File: config.mk
export PLATFORM = sky130hd
export DESIGN_NAME = dtps_queue
export DESIGN_NICKNAME = d
export VERILOG_FILES = /design/src/rtl/dtps_pkg.sv /design/src/rtl/dtps_queue.sv
export SDC_FILE = /design/constraint.sdc
export NUM_CORES = 1
export LEC_CHECK = 0
export BUFFER_PORTS_ARGS = -buffer_cell sky130_fd_sc_hd__buf_2
export CAP_MARGIN = 5
export CORE_MARGIN = 4
export CORE_UTILIZATION = 26
export DETAILED_ROUTE_END_ITERATION = 8
export GPL_ROUTABILITY_DRIVEN = 0
export SYNTH_ARGS = -nofsm -noshare
export SYNTH_HDL_FRONTEND = slang
export SYNTH_SLANG_ARGS = --single-unit
export TNS_END_PERCENT = 30
File: constraint.sdc
create_clock -name i_clk -period 9 [get_ports i_clk]
set_input_delay 0 -clock i_clk [delete_from_list [all_inputs] [get_ports i_clk]]
set_output_delay 0 -clock i_clk [all_outputs]
set_load 0.005 [all_outputs]
File: src/rtl/dtps_pkg.sv
`timescale 1ns / 1ps
// ----------------------------------------------------------------------------
// dtps_pkg
// Shared widths, register indexes, queue word type and schedule tables.
// ----------------------------------------------------------------------------
package dtps_pkg;

    localparam int RATIO_W   = 16;
    localparam int SPEED_W   = 24;
    localparam int TORQUE_W  = 32;
    localparam int PITCH_W   = 16;
    localparam int POWER_W   = 27;
    localparam int EFF_W     = 17;
    localparam int RSPD_W    = 24;
    localparam int CFG_W     = 27;
    localparam int CFG_IDX_W = 2;
    localparam int SEG_W     = 4;
    localparam int WT_W      = 17;
    localparam int GAIN_W    = 23;
    localparam int PTAB_W    = 14;
    localparam int NUM_W     = 44;
    localparam int DEN_W     = 41;

    localparam int QUEUE_DEPTH = 2;
    localparam int DIV_STEPS   = 32;
    localparam int DIV_CNT_W   = $clog2(DIV_STEPS + 1);

    // Register indexes
    localparam logic [CFG_IDX_W-1:0] CFG_POWER = 2'd0;
    localparam logic [CFG_IDX_W-1:0] CFG_EFF   = 2'd1;
    localparam logic [CFG_IDX_W-1:0] CFG_RSPD  = 2'd2;

    localparam logic [POWER_W-1:0] POWER_RST = 27'd10000000;
    localparam logic [EFF_W-1:0]   EFF_RST   = 17'd61604;
    localparam logic [RSPD_W-1:0]  RSPD_RST  = 24'd3292528;

    localparam logic [PITCH_W-1:0]  PITCH_MAX  = 16'd9518;
    localparam logic [TORQUE_W-1:0] TORQUE_SAT = 32'hFFFF_FFFF;

    // One queue word: raw fields plus table segment and upper weight
    typedef struct packed {
        logic [RATIO_W-1:0] ratio;
        logic [SPEED_W-1:0] speed;
        logic [SEG_W-1:0]   seg;
        logic [WT_W-1:0]    wt;
    } t_item;

    // Gain table, Q7.16
    function automatic logic [GAIN_W-1:0] gain_at(input logic [SEG_W-1:0] idx);
        logic [GAIN_W-1:0] v;
        case (idx)
            4'd0:    v = 23'd5938054;
            4'd1:    v = 23'd5643692;
            4'd2:    v = 23'd5346122;
            4'd3:    v = 23'd5049612;
            4'd4:    v = 23'd4750894;
            4'd5:    v = 23'd4460651;
            4'd6:    v = 23'd4162373;
            4'd7:    v = 23'd3864704;
            4'd8:    v = 23'd3569381;
            4'd9:    v = 23'd3269707;
            4'd10:   v = 23'd2975458;
            default: v = '0;
        endcase
        return v;
    endfunction

    // Minimum pitch table, Q0.16 radians
    function automatic logic [PTAB_W-1:0] pitch_at(input logic [SEG_W-1:0] idx);
        logic [PTAB_W-1:0] v;
        case (idx)
            4'd0:    v = 14'd0;
            4'd1:    v = 14'd2585;
            4'd2:    v = 14'd3838;
            4'd3:    v = 14'd4832;
            4'd4:    v = 14'd5686;
            4'd5:    v = 14'd6430;
            4'd6:    v = 14'd7133;
            4'd7:    v = 14'd7784;
            4'd8:    v = 14'd8390;
            4'd9:    v = 14'd8972;
            4'd10:   v = 14'd9518;
            default: v = '0;
        endcase
        return v;
    endfunction

endpackage

File: src/rtl/dtps_queue.sv
`timescale 1ns / 1ps
// ----------------------------------------------------------------------------
// dtps_queue
// Short word queue between the front and back sections.
// ----------------------------------------------------------------------------
module dtps_queue #(
    parameter int DEPTH = dtps_pkg::QUEUE_DEPTH
) (
    input  logic            i_clk,
    input  logic            i_rst_n,
    input  logic            i_push,
    input  dtps_pkg::t_item i_item,
    output logic            o_full,
    output logic            o_valid,
    input  logic            i_pop,
    output dtps_pkg::t_item o_item
);

    localparam int PTR_W = (DEPTH > 1) ? $clog2(DEPTH) : 1;
    localparam int CNT_W = $clog2(DEPTH + 1);

    dtps_pkg::t_item   r_mem [DEPTH];
    logic [PTR_W-1:0]  r_wp;
    logic [PTR_W-1:0]  r_rp;
    logic [CNT_W-1:0]  r_cnt;

    assign o_full  = (r_cnt == CNT_W'(DEPTH));
    assign o_valid = (r_cnt != '0);
    assign o_item  = r_mem[r_rp];

    // Write the word at the tail
    always_ff @(posedge i_clk) begin
        if (i_push) begin
            r_mem[r_wp] <= i_item;
        end
    end

    // Advance pointers and fill count
    always_ff @(posedge i_clk) begin
        if (!i_rst_n) begin
            r_wp  <= '0;
            r_rp  <= '0;
            r_cnt <= '0;
        end else begin
            if (i_push) begin
                r_wp <= (r_wp == PTR_W'(DEPTH - 1)) ? '0 : r_wp + 1'b1;
            end
            if (i_pop) begin
                r_rp <= (r_rp == PTR_W'(DEPTH - 1)) ? '0 : r_rp + 1'b1;
            end
            if (i_push && !i_pop) begin
                r_cnt <= r_cnt + 1'b1;
            end else if (!i_push && i_pop) begin
                r_cnt <= r_cnt - 1'b1;
            end
        end
    end

endmodule

# Word level (Yosys, flattened, before mapping)

Memories as Yosys holds them, arrays and structs flattened. A register that Yosys moved wholly into a read port is not among the register bits.
Index checks and enable logic that the tools add are counted.

RAM bits: 122
Word-level logic and storage cells: 23
Input port bits: 65
Memories: 1
Output and inout port bits: 63
Register bits: 4

Memory list:

| memory | depth | bits a word | rd ports | clocked after Yosys merged registers in | wr ports | RTL line         | text |
|---|---|---|---|---|---|---|---|
| r_mem  | 2     | 61          | 1        | 1                                       | 1        | dtps_queue.sv:22 | `dtps_pkg::t_item r_mem [DEPTH];` |

Reductions and logical operators: 6
Equal/unequal tests: 1
$add $sub $neg: 4
Mux-type cells: 8

Operators with widths:

| kind                                              | number |
|---|---|
| 2-to-1 mux 1 bit                                  | 6 |
| 2-to-1 mux 2 bit                                  | 2 |
| nonzero test 2 bit                                | 2 |
| adder 1 bit (second input constant)               | 2 |
| adder 2 x 1 -> 2 bit (second input constant)      | 1 |
| == test 2 bit (second input constant)             | 1 |
| logical AND 1 bit                                 | 2 |
| zero test 1 bit                                   | 2 |
| subtractor 2 x 1 -> 2 bit (second input constant) | 1 |

# Logic depth before layout (Yosys ltp)

Word-level depth: 4
Mapped depth: 5
Depth with buffers taken out: 5

# Least setup slack after synthesis

No wires, ideal clock.

Path type: reg-to-reg
From: reg r_wp
To: mem r_mem[0][0] (netlist name) (enable)
Cell stages (with the launch flop): 2
Required time: 8,512 ps
Path slack: 5,470 ps
Arrival: 3,042 ps
Period minus slack after synthesis: 3,530 ps
Buffers on the path: 0
Library setup time: 488 ps
Path through: dfxtp_1 > nor2b_1

RTL lines:

| element                  | RTL line         | text |
|---|---|---|
| start: declaration       | dtps_queue.sv:23 | `logic [PTR_W-1:0] r_wp;` |
| start signal: assignment | dtps_queue.sv:46 | `r_wp <= (r_wp == PTR_W'(DEPTH - 1)) ? '0 : r_wp + 1'b1;` |
| end: declaration         | dtps_queue.sv:22 |  |

Straight into the memory's write port.

==> metrics.yaml <==
post-route-drc-count: 0
antennaDiodeCount: 0
final_common_cell: "buf_2"
drive_gt1_share_pct: 51.2
row_count: 48
crit_slowest_cell: "dfxtp_2"
p_sw_share_pct: 20.1
drtAntennaViolNets: 0
cts_tree: "built"
peakVddDrop_mv: 0.122
setup_viol: 0
totalWireLength_um: 9470
rr_worst_depth: 4
port_buffers: 127
grt_overflow: 0
grt_pass1_vias: 2827
hold_viol: 0
fillers: 1657
cp_num_buf_inv: 2
worstSetupPathType: "flop to output pin"
combPwrFrac_pct: 9.6
grt_max_degree: 57
antenna_found_initial: 0
ys_types: 17
leakage_uw: 0.00252
cts_resized: 0
rsz0062_at_grt: "no"
wl_per_cell_um: 14.5
area_growth_pct: 44.2
crit_arrival_ns: 2.17
max_cap_viol_count: 0
maxSlewHeadroom_pct: 45.5
coreArea_mm2: 0.0174
hold_path_class: "input pin to flop"
power_density_mw_per_mm2: 217
crit_family: "buffers and inverters"
whs_path_depth: 2
cp.depth: 3
max_freq_mhz: 461
netlist_area_mm2: 0.00464
cts_buffer_depth: 2
design.die.area_mm2: 0.0201
path_cells: "buf_4 > mux2_2 > buf_2"
fin_nets: 484
synth_fp_nets: 278
syn_avg_cell_area_um2: 21.9
yosysWarnings: 0
die_y_um: 142
p_int_uw: 1160
period_share_pct: 24.1
numCtsBuffers: 17
pwr-share-clk_pct: 42.6
grt_util_all_layers_pct: 9.83
cpPeakStageDelay_ns: 0.64
drt_pass1_iterations: 4
vias: 2585
run_status: "finished, final reports clean"
p_switching_uw: 293
crit_required_ns: 9.00
syn_inst: 212
power_frac_seq_pct: 47.7
final.setup.worst_slack_ns: 6.83
io_pins: 128
clock_skew_ns: 0.00812
cp-start-kind: "flop"
ys_seq_area_share_pct: 81.0
tns_ns: 0
final_cell_mix: "buf_2 (127), edfxtp_1 (122), dlygate4sd3_1 (64)"
drt_iter0_markers: 80
numClockSinks: 127
place_hpwl_um: 5920
vias_per_cell: 3.96
slew_violations: 0
chipWidth_um: 142
tightest_slew_ns: 0.817
cts_htree_levels: 4
root_buffer: "clkbuf_16"
clk_latency_ns: 0.40
ys_seq_elements: 127
min_period_ns: 2.17
critPathMaxFanout: 40
crit_path_end_kind: "output pin"
start_util_pct: 26.7
dpl_worst_slack_ns: 7.16
holdWs_ns: 0.0862
clk_pin_slew_worst_paths_ns: 0.05
grt_pass1_wl_um: 14900
state kept, by name, indices dropped and copies added, names as in the netlist, named ones only:
signal  cells
r_cnt       2
r_wp        1
r_mem     122
r_rp        1
worst paths after layout:
path | from | to | slack (ns)
worst max-delay path | flop | o_item[40] | 6.83
worst min-delay path | i_push | r_mem[0][34] | 0.09
worst max register to register | r_wp | r_wp | 6.90
worst min register to register | r_cnt[1] | r_cnt[1] | 0.53
per-stage QoR:
step,utilization [%],std cells,instance area (µm²),total power (µW)
final,38.4,653,6700,1460
after global placement,31.7,560,5520,825
after global routing,38.4,653,6700,1530
after CTS,38.4,653,6700,1480
after detailed placement,31.7,560,5520,828
after floorplan,-,212,4640,771
synth_stat cells:
library cell / n / area share, %
or2_2: 1 / 0.13
buf_2: 1 / 0.11
xor2_1: 2 / 0.38
o21ai_0: 1 / 0.11
or3_1: 1 / 0.13
inv_1: 1 / 0.081
o21a_1: 1 / 0.16
nor2b_1: 2 / 0.27
and2b_2: 1 / 0.19
buf_6: 6 / 1.5
ha_1: 1 / 0.27
mux2_2: 61 / 15
xnor2_1: 1 / 0.19
and2_1: 4 / 0.54
dfxtp_1: 5 / 2.2
a21boi_1: 1 / 0.16
edfxtp_1: 122 / 79
power groups by stage:
stage	Sequential, µW	Clock (µW)	Combinational, µW
after floorplan	702	0	68.6
after global placement	705	0	119
after detailed placement	707	0	121
after CTS	695	646	144
after global routing	697	678	155
final	695	621	140
per-layer routing:
layer	global-route usage [%]	vias up	wire length, µm
li1	-	1244	-
met5	0	-	0
met4	3.48	0	83
met2	15.8	94	4580
met1	12.0	1240	4180
met3	3.98	7	627
cells by family (layout without fill, tap and decap cells):
group / count (synthesis) / after routing / synth area share, %
xor gates and xnor gates: 3 / 3 / 0.566
and+or+nand+nor: 9 / 9 / 1.27
muxes: 61 / 61 / 14.8
adders and majority gates: 1 / 1 / 0.269
AOI/OAI and AO/OA: 3 / 3 / 0.431
DFF: 127 / 127 / 81.0
buffers and inverters: 8 / 224 / 1.64
what timing repair did:
| action | in CTS | in global routing |
|---|---|---|
| hold endpoints to repair | 127 | 0 |
| buffers inserted | 0 | 0 |
| hold buffers | 64 | 0 |
cell type report:
type / instances / area, µm² / share of cell area [%]
flip-flops and latches: 127 / 3760 / 56.2
repair buffers: 194 / 1300 / 19.4
multi-input cells: 77 / 813 / 12.1
clock buffers: 20 / 437 / 6.52
well taps: 225 / 282 / 4.20
clock inverters: 9 / 96.3 / 1.44
inverters: 1 / 3.75 / 0.0561
No activity file was read; power rests on OpenSTA's default activity.
