### src/rtl/dtps_pkg.sv
`timescale 1ns / 1ps
// ----------------------------------------------------------------------------
// dtps_pkg
// Shared widths, register indexes, queue word type and schedule tables.
// ----------------------------------------------------------------------------
package dtps_pkg;

    localparam int RATIO_W   = 16;
    localparam int SPEED_W   = 24;
    localparam int TORQUE_W  = 32;
    localparam int PITCH_W   = 16;
    localparam int POWER_W   = 27;
    localparam int EFF_W     = 17;
    localparam int RSPD_W    = 24;
    localparam int CFG_W     = 27;
    localparam int CFG_IDX_W = 2;
    localparam int SEG_W     = 4;
    localparam int WT_W      = 17;
    localparam int GAIN_W    = 23;
    localparam int PTAB_W    = 14;
    localparam int NUM_W     = 44;
    localparam int DEN_W     = 41;

    localparam int QUEUE_DEPTH = 2;
    localparam int DIV_STEPS   = 32;
    localparam int DIV_CNT_W   = $clog2(DIV_STEPS + 1);

    // Register indexes
    localparam logic [CFG_IDX_W-1:0] CFG_POWER = 2'd0;
    localparam logic [CFG_IDX_W-1:0] CFG_EFF   = 2'd1;
    localparam logic [CFG_IDX_W-1:0] CFG_RSPD  = 2'd2;

    localparam logic [POWER_W-1:0] POWER_RST = 27'd10000000;
    localparam logic [EFF_W-1:0]   EFF_RST   = 17'd61604;
    localparam logic [RSPD_W-1:0]  RSPD_RST  = 24'd3292528;

    localparam logic [PITCH_W-1:0]  PITCH_MAX  = 16'd9518;
    localparam logic [TORQUE_W-1:0] TORQUE_SAT = 32'hFFFF_FFFF;

    // One queue word: raw fields plus table segment and upper weight
    typedef struct packed {
        logic [RATIO_W-1:0] ratio;
        logic [SPEED_W-1:0] speed;
        logic [SEG_W-1:0]   seg;
        logic [WT_W-1:0]    wt;
    } t_item;

    // Gain table, Q7.16
    function automatic logic [GAIN_W-1:0] gain_at(input logic [SEG_W-1:0] idx);
        logic [GAIN_W-1:0] v;
        case (idx)
            4'd0:    v = 23'd5938054;
            4'd1:    v = 23'd5643692;
            4'd2:    v = 23'd5346122;
            4'd3:    v = 23'd5049612;
            4'd4:    v = 23'd4750894;
            4'd5:    v = 23'd4460651;
            4'd6:    v = 23'd4162373;
            4'd7:    v = 23'd3864704;
            4'd8:    v = 23'd3569381;
            4'd9:    v = 23'd3269707;
            4'd10:   v = 23'd2975458;
            default: v = '0;
        endcase
        return v;
    endfunction

    // Minimum pitch table, Q0.16 radians
    function automatic logic [PTAB_W-1:0] pitch_at(input logic [SEG_W-1:0] idx);
        logic [PTAB_W-1:0] v;
        case (idx)
            4'd0:    v = 14'd0;
            4'd1:    v = 14'd2585;
            4'd2:    v = 14'd3838;
            4'd3:    v = 14'd4832;
            4'd4:    v = 14'd5686;
            4'd5:    v = 14'd6430;
            4'd6:    v = 14'd7133;
            4'd7:    v = 14'd7784;
            4'd8:    v = 14'd8390;
            4'd9:    v = 14'd8972;
            4'd10:   v = 14'd9518;
            default: v = '0;
        endcase
        return v;
    endfunction

endpackage

### src/rtl/dtps_front.sv
`timescale 1ns / 1ps
// ----------------------------------------------------------------------------
// dtps_front
// Input register; splits the ratio into table segment and weight.
// ----------------------------------------------------------------------------
module dtps_front (
    input  logic                          i_clk,
    input  logic                          i_rst_n,
    input  logic                          i_valid,
    output logic                          o_stall,
    input  logic [dtps_pkg::RATIO_W-1:0]  i_ratio,
    input  logic [dtps_pkg::SPEED_W-1:0]  i_speed,
    output logic                          o_push,
    output dtps_pkg::t_item               o_item,
    input  logic                          i_full
);

    logic                         r_v;
    logic [dtps_pkg::RATIO_W-1:0] r_ratio;
    logic [dtps_pkg::SPEED_W-1:0] r_speed;
    logic [20:0]                  w_pos;
    logic                         w_lim;

    assign o_stall = r_v && i_full;
    assign o_push  = r_v && !i_full;

    // Hold the word until the queue takes it
    always_ff @(posedge i_clk) begin
        if (!i_rst_n) begin
            r_v <= 1'b0;
        end else if (!o_stall) begin
            r_v <= i_valid;
        end
    end

    always_ff @(posedge i_clk) begin
        if (i_valid && !o_stall) begin
            r_ratio <= i_ratio;
            r_speed <= i_speed;
        end
    end

    // Table position is ratio * 20; ratios of one half and up pin to the last point
    assign w_pos = {1'b0, r_ratio, 4'b0} + {3'b0, r_ratio, 2'b0};
    assign w_lim = r_ratio[dtps_pkg::RATIO_W-1];

    always_comb begin
        o_item.ratio = r_ratio;
        o_item.speed = r_speed;
        o_item.seg   = w_lim ? 4'd9 : w_pos[19:16];
        o_item.wt    = w_lim ? 17'h10000 : {1'b0, w_pos[15:0]};
    end

endmodule

### config.mk
export PLATFORM = sky130hd
export DESIGN_NAME = dtps_front
export DESIGN_NICKNAME = d
export VERILOG_FILES = /design/src/rtl/dtps_pkg.sv /design/src/rtl/dtps_front.sv
export SDC_FILE = /design/constraint.sdc
export NUM_CORES = 1
export LEC_CHECK = 0
export BUFFER_PORTS_ARGS = -buffer_cell sky130_fd_sc_hd__buf_2
export CAP_MARGIN = 20
export CORE_MARGIN = 5
export CORE_UTILIZATION = 34
export CTS_CLUSTER_DIAMETER = 150
export DETAILED_ROUTE_END_ITERATION = 6
export PLACE_DENSITY_LB_ADDON = 0.05
export SYNTH_ARGS = -nofsm -noshare
export SYNTH_HDL_FRONTEND = slang
export SYNTH_SLANG_ARGS = --single-unit
### constraint.sdc
create_clock -name i_clk -period 3.2 [get_ports i_clk]
set_input_delay 0.16 -clock i_clk [delete_from_list [all_inputs] [get_ports i_clk]]
set_output_delay 0.16 -clock i_clk [all_outputs]
set_load 0.1 [all_outputs]
* Word level (Yosys, flattened, before mapping)
Index checks and enable logic that the tools add are counted.
** Word-level totals
- Bits of input ports :: 44
- Flip-flop bits (word level) :: 41
** Cells by class
- Add/sub/neg operators :: 1
- Muxes and demuxes :: 2
- Reductions and logical operators :: 5
** Operators by type and width (count)
- $add 20x18->20 :: 1
- $mux 17 :: 1
- $mux 4 :: 1
- $logic_and 1x1->1 :: 3
- $logic_not 1->1 :: 2

* Longest topological paths before layout
Gate-level depths: netlist (run 1).
- Depth after elaboration :: 3
- Depth in mapped cells :: 7
- Gate-level depth less buffers :: 7

* Worst setup path after synthesis (run 1)
Ideal clock, no wire load.
- Path type :: register to output
- From :: reg r_ratio[8] (netlist bit)
- To :: out o_item[20] (netlist bit)
- Buffers on the path :: 0
- Slack :: -1.157 ns
- Data arrival time :: 4.197 ns
- Data required time :: 3.040 ns
- Stages on the path, launching flop included :: 7
- Path through :: edfxtp_1 -> ha_1 -> nand2_1 -> o211a_1 -> nor3_1 -> nor2_1 -> o21ai_0
** RTL lines
- start, declared :: line dtps_front.sv:19 : logic [dtps_pkg::RATIO_W-1:0] r_ratio;
- start signal, assigned :: line dtps_front.sv:38 : r_ratio <= i_ratio;
- end, declared :: line dtps_front.sv:14 : output dtps_pkg::t_item o_item,

==> impl_metrics.toml, run 1 <==
[floorplan]
core_area_um2 = 5921
dieArea_um2 = 7788
pin_count = 107
start_util_pct = 35.16
die_w_um = 88.25
dieHeight_um = 88.25
rows = 28

[clocking]
ctsHoldBuffers = 0
cts_buffers = 5
ctsResizeCount = 0
clock-sinks = 41
root_buffer = "clkbuf_8"
clk_pin_slew_worst_paths_ns = 0.08
clockBufferDepth = 2
tritoncts = "done"
htreeDepth = 2
cts_setup_buffers = 0
clock_latency_ns = 0.29

[power]
power.internal_mw = 1.008
powerDensity_nw_per_um2 = 621.2
power_frac_seq_pct = 35.8
p_leak_nw = 1.257
switchingPower_mw = 0.7870
p_comb_share_pct = 41.9
swShare_pct = 43.85
ir_drop_mv = 0.3676
p_clk_share_pct = 22.3

[synth]
ys_top_cells_by_area = "edfxtp_1, ha_1, nor2_1, nor2b_1, a21oi_1"
syn-cell-area_um2 = 2082
synth_async_sr_flop_share_pct = 0
synth_seq_cells = 41
synth_top_area_cell = "edfxtp_1"
avgSynthCellArea_um2 = 12.62
ys.warnings.count = 0
yosysSeqAreaShare_pct = 58.65
synth_top_area_share_pct = 57.69
synth_edf_count = 40
synth_top_flop_cell = "edfxtp_1"
ys_types = 41
syn-instance-count = 165

[sta]
fmax_ghz = 0.3298
final-setup-viol-count = 0
period_minus_slack_ns = 3.032
drv_slew = 0
rsz0062_at_grt = "false"
hold_viol_final = 0
fin_skew_ns = 0.006492
fin_crit_sh_pct = 94.75

[outcome]
run_status = "finished, final reports clean"

[detailed_routing]
num_vias = 1649
ant_nets = 0
first_iter_violations = 25
wl_per_cell_um = 14.17
wl_um = 4916
via_per_inst = 4.752
drc = 0
dr.pass1.iters = 4

[finish]
multiInputGateArea_um2 = 898.4
nFillCells = 567
antennaDiodeCount = 0
layout_commonest_cell = "buf_2"
final_cell_mix = "buf_2, edfxtp_1, ha_1, a21oi_1, nor2_1"
final_area_um2 = 2889
area_growth_pct = 38.76
seq_area_um2 = 1221
final_nets = 330
drive_gt1_share_pct = 48.53
final_util_pct = 48.80

[critical_path]
crit_type = "flop to primary output"
crit_fanout = 3
worstPathCellList = "ha_2 -> fa_1 -> a21o_1 -> a221oi_2 -> o21ai_1 -> a21oi_2 -> mux2i_4 -> clkbuf_4"
endpoint_kind = "primary output"
cpMaxStageDelayCell = "edfxtp_1"
cp_slowest_stage_delay_ns = 0.44
worstPathArrival_ns = 2.87
startpoint_type = "flop"
required_ns = 3.04

[hold_path]
hold_path_class = "input port to flop"

[global_route]
grt_max_degree = 41
antenna_found_initial = 1
grtUsageTotal_pct = 13.41
grt_pass1_wl_um = 8100
grt_pass1_vias = 1690
grt_overflow = 0

[run]
cap_violations = 0

[placed_design]
numPortBuffers = 104
dpl_cell_area_um2 = 2760
gp_congestion = 0.7645
dpl.hpwl_um = 3950
## path summary, 6_finish.rpt
check                                start     endpoint  slack (ns)  cells after the start
worst max-delay path            r_ratio[2]   o_item[17]        0.17                      8
worst min-delay path            i_speed[3]   r_speed[3]        0.04                      1
worst max register to register         r_v  r_ratio[11]        1.93                      3
worst min register to register         r_v          r_v        0.68                      2
## final cells by class
| class | instances | share of cell area [%] |
|---|---|---|
| tap | 75 | 3.248 |
| timing repair buffer | 106 | 19.58 |
| clock buffer | 6 | 2.512 |
| sequential | 41 | 42.27 |
| inverter | 1 | 0.1299 |
| clock inverter | 2 | 1.169 |
| multi-input combinational | 116 | 31.10 |
## routing by layer
layer	up-vias	part of all wire, %	GRT usage, %
li1	826	-	-
met1	739	42	16.70
met2	76	46	21.01
met3	6	11	6.052
met4	2	0.94	4.121
met5	-	0.18	0
## flip-flops by register name (all words and copies together), names as in the netlist
| name | flops |
|---|---|
| r_ratio | 16 |
| r_v | 1 |
| r_speed | 24 |
## cell families after synthesis
family / count (synthesis) / share of synthesized area (%)
buffers and inverters: 9 / 2.343
and+or+nand+nor: 55 / 14.00
xor gates and xnor gates: 9 / 3.786
adders and majority gates: 15 / 9.375
DFF: 41 / 58.65
other: 1 / 0.1801
AOI/OAI and AO/OA: 33 / 10.64
muxes: 2 / 1.022
## critical path, delay by kind of cell, from the launching register on
family | cells | cell delay [ns]
adder cells (fa/ha/maj) | 2 | 0.64
multiplexers | 1 | 0.24
AO/OA/AOI/OAI | 4 | 0.93
flip-flops | 1 | 0.44
buffers and inverters | 1 | 0.34
## synthesized netlist by cell type (2+ instances only)
library cell / n
a21o_1: 3
a21oi_1: 11
buf_4: 3
clkbuf_1: 2
clkbuf_2: 2
edfxtp_1: 40
ha_1: 14
nand2_1: 8
nand3_1: 3
nand3b_1: 2
nand4_1: 3
nor2_1: 18
nor2b_1: 9
nor3_1: 5
nor4_1: 2
o21a_1: 3
o21ai_0: 6
xnor2_1: 5
xor2_1: 4
## per-stage QoR
stage / power [mW] / setup TNS (ns) / setup WS [ns] / cells / hold WS (ns)
after global routing: 1.879 / 0 / 0.003648 / 347 / 0.02044
after CTS: 1.808 / 0 / 0.03468 / 346 / 0.03295
after detailed placement: 1.408 / 0 / 0.3625 / 338 / 0.3381
after floorplan: 1.290 / -0.04536 / -0.04536 / 166 / 0.2589
final: 1.795 / 0 / 0.1679 / 347 / 0.04187
after global placement: 1.407 / 0 / 0.4143 / 338 / 0.3366
## power by group through the flow
stage	Clock (mW)	Sequential [mW]	Combinational [mW]
3_5_place_dp	0	0.656	0.752
3_3_place_gp	0	0.655	0.753
4_1_cts	0.411	0.644	0.753
2_1_floorplan	0	0.869	0.421
6_report	0.400	0.643	0.752
5_1_grt	0.440	0.647	0.792
No activity file was read; power rests on OpenSTA's default activity.
==> inputs of run 2 (changes only) <==
--- a/config.mk
+++ b/config.mk
@@ -8,7 +8,7 @@
 export BUFFER_PORTS_ARGS = -buffer_cell sky130_fd_sc_hd__buf_2
 export CAP_MARGIN = 20
 export CORE_MARGIN = 5
-export CORE_UTILIZATION = 34
+export CORE_UTILIZATION = 45
 export CTS_CLUSTER_DIAMETER = 150
 export DETAILED_ROUTE_END_ITERATION = 6
 export PLACE_DENSITY_LB_ADDON = 0.05
==> run 2 against run 1 <==
  * Clock skew fell by 0.0021 ns
  * Flip-flop and latch count unchanged
  * Non-clock buffer count is 1 lower
  * Cell count is 7.2% lower
  * Count of clock-buffer cells in the layout unchanged
  * Largest power group unchanged
  * Highest routed layer is now met4
==> impl_metrics.toml, run 2 (synthesis gave the netlist of run 1 again) <==
[outcome]
run_status = "finished, final reports clean"

[clocking]
cts_buffers = 5
clock-sinks = 41
htreeDepth = 2
clk_pin_slew_worst_paths_ns = 0.07
tritoncts = "done"
clockBufferDepth = 2
clock_latency_ns = 0.28
root_buffer = "clkbuf_8"

[critical_path]
cpMaxStageDelayCell = "edfxtp_1"
endpoint_kind = "primary output"
crit_type = "flop to primary output"
worstPathArrival_ns = 2.86
required_ns = 3.04
crit_fanout = 3
startpoint_type = "flop"
cp_slowest_stage_delay_ns = 0.43
worstPathCellList = "ha_2 -> fa_1 -> a21o_1 -> a221oi_2 -> o21ai_1 -> a21oi_2 -> mux2i_4 -> clkbuf_4"

[global_route]
antenna_found_initial = 0
grtUsageTotal_pct = 14.86
grt_overflow = 0
grt_pass1_vias = 1570
grt_pass1_wl_um = 7272
grt_max_degree = 41

[sta]
drv_slew = 0
period_minus_slack_ns = 3.019
fin_skew_ns = 0.004376
fin_crit_sh_pct = 94.35
maxSlewHeadroom_pct = 31.91
rsz0062_at_grt = "false"
final-setup-viol-count = 0
hold_viol_final = 0
worst_pin_slew_ns = 1.019
fmax_ghz = 0.3312

[detailed_routing]
via_per_inst = 4.997
dr.pass1.iters = 4
wl_um = 4500
drc = 0
num_vias = 1609
first_iter_violations = 114
ant_nets = 0
wl_per_cell_um = 13.98

[finish]
final_util_pct = 63.32
top_register = "r_speed"
multiInputGateArea_um2 = 898.4
fin_cells = 322
area_growth_pct = 34.25
drive_gt1_share_pct = 48.15
final_cell_mix = "buf_2, edfxtp_1, ha_1, a21oi_1, nor2_1"
largest_register_ffs = 24
nFillCells = 363
final_nets = 329
seq_area_um2 = 1221
antennaDiodeCount = 0
reg_top3 = "r_speed (24), r_ratio (16), r_v (1)"
layout_commonest_cell = "buf_2"

[floorplan]
dieHeight_um = 78.02
die_w_um = 78.02
rows = 24
start_util_pct = 47.17
pin_count = 107
core_area_um2 = 4414
dieArea_um2 = 6087

[power]
powerDensity_nw_per_um2 = 599.9
ir_drop_mv = 0.4398
p_leak_nw = 1.230

[placed_design]
dp.cells = 315
gp_congestion = 0.8281
dpl.hpwl_um = 3659
numPortBuffers = 104

[run]
cap_violations = 0

[hold_path]
hold_path_class = "input port to flop"
## run 2: area by class of cell
cell class              instances  share of cell area, %
repair buffers                105                  18.98
clock inverters                 1                 0.1343
multi-input cells             116                  32.14
flip-flops and latches         41                  43.69
inverters                       1                 0.1343
well taps                      52                  2.328
clock buffers                   6                  2.596
## run 2: per-stage QoR
step	total power [mW]	hold slack, ns	area (µm²)	setup slack [ns]	setup TNS, ns
floorplan	1.290	0.2589	2161	-0.04536	-0.04536
detailed placement	1.397	0.3381	2716	0.3926	0
global placement	1.394	0.3359	2716	0.4362	0
global route	1.759	0.02762	2795	0.03347	0
finish	1.677	0.04831	2795	0.1808	0
CTS	1.692	0.03645	2793	0.07383	0
## run 2: final timing paths
check / start / to / slack, ns / cells past startpoint
min: i_ratio[12] / r_ratio[12] / 0.05 / 1
max: r_ratio[2] / o_item[17] / 0.18 / 8
min reg2reg: r_v / r_v / 0.67 / 2
max reg2reg: r_v / r_speed[16] / 1.53 / 2
## run 2: what timing repair did
action,CTS,global route
gates resized for setup,0,1
endpoints found under the setup margin,0,1
hold buffers,0,0
setup buffers,0,0
## run 2: critical path, delay by kind of cell, from the launching register on
kind | cells | cell delay, ns
muxes | 1 | 0.24
DFF | 1 | 0.43
AOI/OAI and AO/OA | 4 | 0.94
buffers and inverters | 1 | 0.34
adders and majority gates | 2 | 0.62
## run 2: power breakdown
group	leakage (nW)	internal, mW	switching, mW
clock network	0.0387	0.147	0.147
registers	0.395	0.628	0.0155
logic	0.796	0.141	0.599
## run 2: routing by layer
metal | vias up | track usage [%] | share of wire (%)
li1 | 826 | - | -
met1 | 715 | 17.14 | 38
met2 | 63 | 22.70 | 47
met3 | 5 | 9.153 | 14
met4 | 0 | 5.236 | 1.5
met5 | - | 0 | 0
==> inputs of run 3 (changes only) <==
--- a/config.mk
+++ b/config.mk
@@ -5,13 +5,15 @@
 export SDC_FILE = /design/constraint.sdc
 export NUM_CORES = 1
 export LEC_CHECK = 0
+export ABC_AREA = 1
 export BUFFER_PORTS_ARGS = -buffer_cell sky130_fd_sc_hd__buf_2
 export CAP_MARGIN = 20
 export CORE_MARGIN = 5
-export CORE_UTILIZATION = 45
+export CORE_UTILIZATION = 46
 export CTS_CLUSTER_DIAMETER = 150
 export DETAILED_ROUTE_END_ITERATION = 6
 export PLACE_DENSITY_LB_ADDON = 0.05
+export RECOVER_POWER = 50
 export SYNTH_ARGS = -nofsm -noshare
 export SYNTH_HDL_FRONTEND = slang
 export SYNTH_SLANG_ARGS = --single-unit
==> run 3 against run 2 <==
  * The run now ends with capacitance limit, slew limit left
  * Via count is 14% higher
  * Count of clock-buffer cells in the layout is 1 higher
  * Flip-flop and latch count unchanged
  * Combinational power is 5.8% lower
  * Power rose by 1.4%
  * Final area grew 3.3%
  * First-iteration DRC count shrank 48%
  * Fmax up 13%
  * Critical path depth grew 1
  * Hold slack is essentially flat
  * Highest routed layer unchanged
==> impl_metrics.toml, run 3 <==
[outcome]
run_status = "complete, but fails checks"
violations = "capacitance limit, slew limit"

[sta]
hold_viol_final = 0
worst_pin_slew_ns = 1.903
fin_skew_ns = 0.002643
drv_slew = 39
fmax_ghz = 0.3744
setup-tns-final_ns = 0
fin_crit_sh_pct = 83.47
final-setup-viol-count = 0
period_minus_slack_ns = 2.671
rsz0062_at_grt = "false"
maxSlewHeadroom_pct = -26.87

[synth]
syn-cell-area_um2 = 2196
synth_top_flop_cell = "edfxtp_1"
yosys.cell_count.top_type = "nand2_1"
yosysSeqAreaShare_pct = 55.61
ys_top_cells_by_area = "edfxtp_1, nand2_1, ha_1, inv_1, nor2_1"
synth_top_area_share_pct = 54.70
synth_top_area_cell = "edfxtp_1"
synth_edf_count = 40
synth_async_sr_flop_share_pct = 0
synth_seq_cells = 41
avgSynthCellArea_um2 = 9.226
ys_types = 22
syn-instance-count = 238
ys_top_cells_by_count = "nand2_1, inv_1, edfxtp_1"
ys.warnings.count = 0

[finish]
antennaDiodeCount = 0
final_nets = 406
fin_cells = 402
drive_gt1_share_pct = 36.21
reg_top3 = "r_speed (24), r_ratio (16), r_v (1)"
nFillCells = 433
top_register = "r_speed"
largest_register_ffs = 24
final_util_pct = 61.55
final_cell_mix = "buf_2, nand2_1, inv_1, edfxtp_1, nor2_1"
area_growth_pct = 31.51
layout_commonest_cell = "buf_2"
final_area_um2 = 2888

[clocking]
tritoncts = "done"
cts_buffers = 5
clock-sinks = 41
root_buffer = "clkbuf_8"
clock_latency_ns = 0.28
clk_pin_slew_worst_paths_ns = 0.07
ctsHoldBuffers = 0
ctsResizeCount = 0
htreeDepth = 2
clockBufferDepth = 2
cts_setup_buffers = 0

[global_route]
grt_overflow = 0
grtUsageTotal_pct = 16.65
antenna_found_initial = 0
grt_pass1_vias = 1780
grt_pass1_wl_um = 8079
grt_max_degree = 41

[detailed_routing]
via_per_inst = 4.575
num_vias = 1839
first_iter_violations = 59
dr.pass1.iters = 4
ant_nets = 0
wl_um = 4891
wl_per_cell_um = 12.17
drc = 0

[floorplan]
start_util_pct = 46.80
pin_count = 107
dieHeight_um = 79.09
rows = 25
core_area_um2 = 4692
dieArea_um2 = 6255
die_w_um = 79.09

[placed_design]
numPortBuffers = 104
dpl.hpwl_um = 3997
gp_congestion = 0.8327
dpl_cell_area_um2 = 2791
dp.cells = 393

[critical_path]
cp-startpoint = "r_ratio[0]"
r2r-end = "r_speed[15]"
r2r_slack_ns = 0.72
rr_startpoint = "r_v"
crit_fanout = 3
reg2regPathDepth = 4
worstPathArrival_ns = 2.51
startpoint_type = "flop"
critPathCapture = "o_item[12]"
required_ns = 3.04
endpoint_kind = "primary output"
crit_type = "flop to primary output"

[run]
cap_violations = 1

[hold_path]
hold_path_class = "input port to flop"

[power]
p_leak_nw = 1.510
ir_drop_mv = 0.4267
powerDensity_nw_per_um2 = 588.9
==> run 3: cell count changes in the layout (fill, tap and decap cells not counted), moves of 4 or more <==
cell / before / now
xnor2_1: 5 / 1
nor3_1: 4 / 0
inv_1: 1 / 41
nand2_1: 8 / 67
nor2b_1: 8 / 0
nor2_1: 10 / 22
nand3_1: 2 / 8
==> run 3: critical path: stages (launching register included) <==
cell	delay, ns
edfxtp_1	0.43
ha_1	0.26
fa_1	0.42
nand2_1	0.08
nand2_1	0.07
and2_1	0.17
a21oi_1	0.20
nor2_1	0.07
nor2_2	0.10
buf_2	0.43
==> run 3: final cells by class <==
type	instances	area, µm²	area share, %
clock buffer	7	96.34	3.336
clock inverter	1	5.005	0.1733
inverter	41	153.9	5.329
multi-input combinational	153	820.8	28.42
sequential	41	1221	42.29
tap	54	67.56	2.340
timing repair buffer	105	523.0	18.11
==> run 3: per-layer routing <==
layer  routed length (µm)  global-route usage, %  part of all wire (%)
met5                    0                      0                     0
met4                   47                  5.670                  0.96
met3                  607                  7.710                    12
met2                 2351                  28.45                    48
met1                 1885                  18.18                    39
==> run 3: kinds of logic (layout without fill, tap and decap cells) <==
logic type	count (synthesis)	after routing	synth area share [%]
flip-flops	41	41	55.61
other	1	2	0.1708
AND/OR/NAND/NOR	113	113	20.97
adder cells (fa/ha/maj)	15	15	8.889
XOR/XNOR	2	2	0.7979
AO/OA/AOI/OAI	21	21	4.900
buffers and inverters	45	154	8.661
==> run 3: power breakdown <==
group | switching [mW] | total, mW | internal [mW]
Sequential | 0.0171 | 0.646 | 0.628
Combinational | 0.578 | 0.697 | 0.119
Clock | 0.163 | 0.358 | 0.195
Total | 0.758 | 1.70 | 0.942
==> run 3: worst min path at each step <==
stage,from,end,slack [ns],cells after the start
detailed placement,i_speed[10],r_speed[10],0.34,1
floorplan,i_ratio[0],r_ratio[0],0.26,0
CTS,i_ratio[12],r_ratio[12],0.04,1
finish,i_ratio[15],r_ratio[15],0.05,1
global placement,i_speed[12],r_speed[12],0.34,1
global route,i_ratio[3],r_ratio[3],0.02,1
==> run 3: through the flow <==
stage,setup slack (ns),power [mW],hold slack (ns)
2_1_floorplan,0.06345,1.248,0.2589
3_3_place_gp,0.8907,1.352,0.3361
3_5_place_dp,0.8266,1.358,0.3381
4_1_cts,0.5043,1.720,0.03717
5_1_grt,0.3495,1.791,0.02253
6_report,0.5290,1.701,0.04815
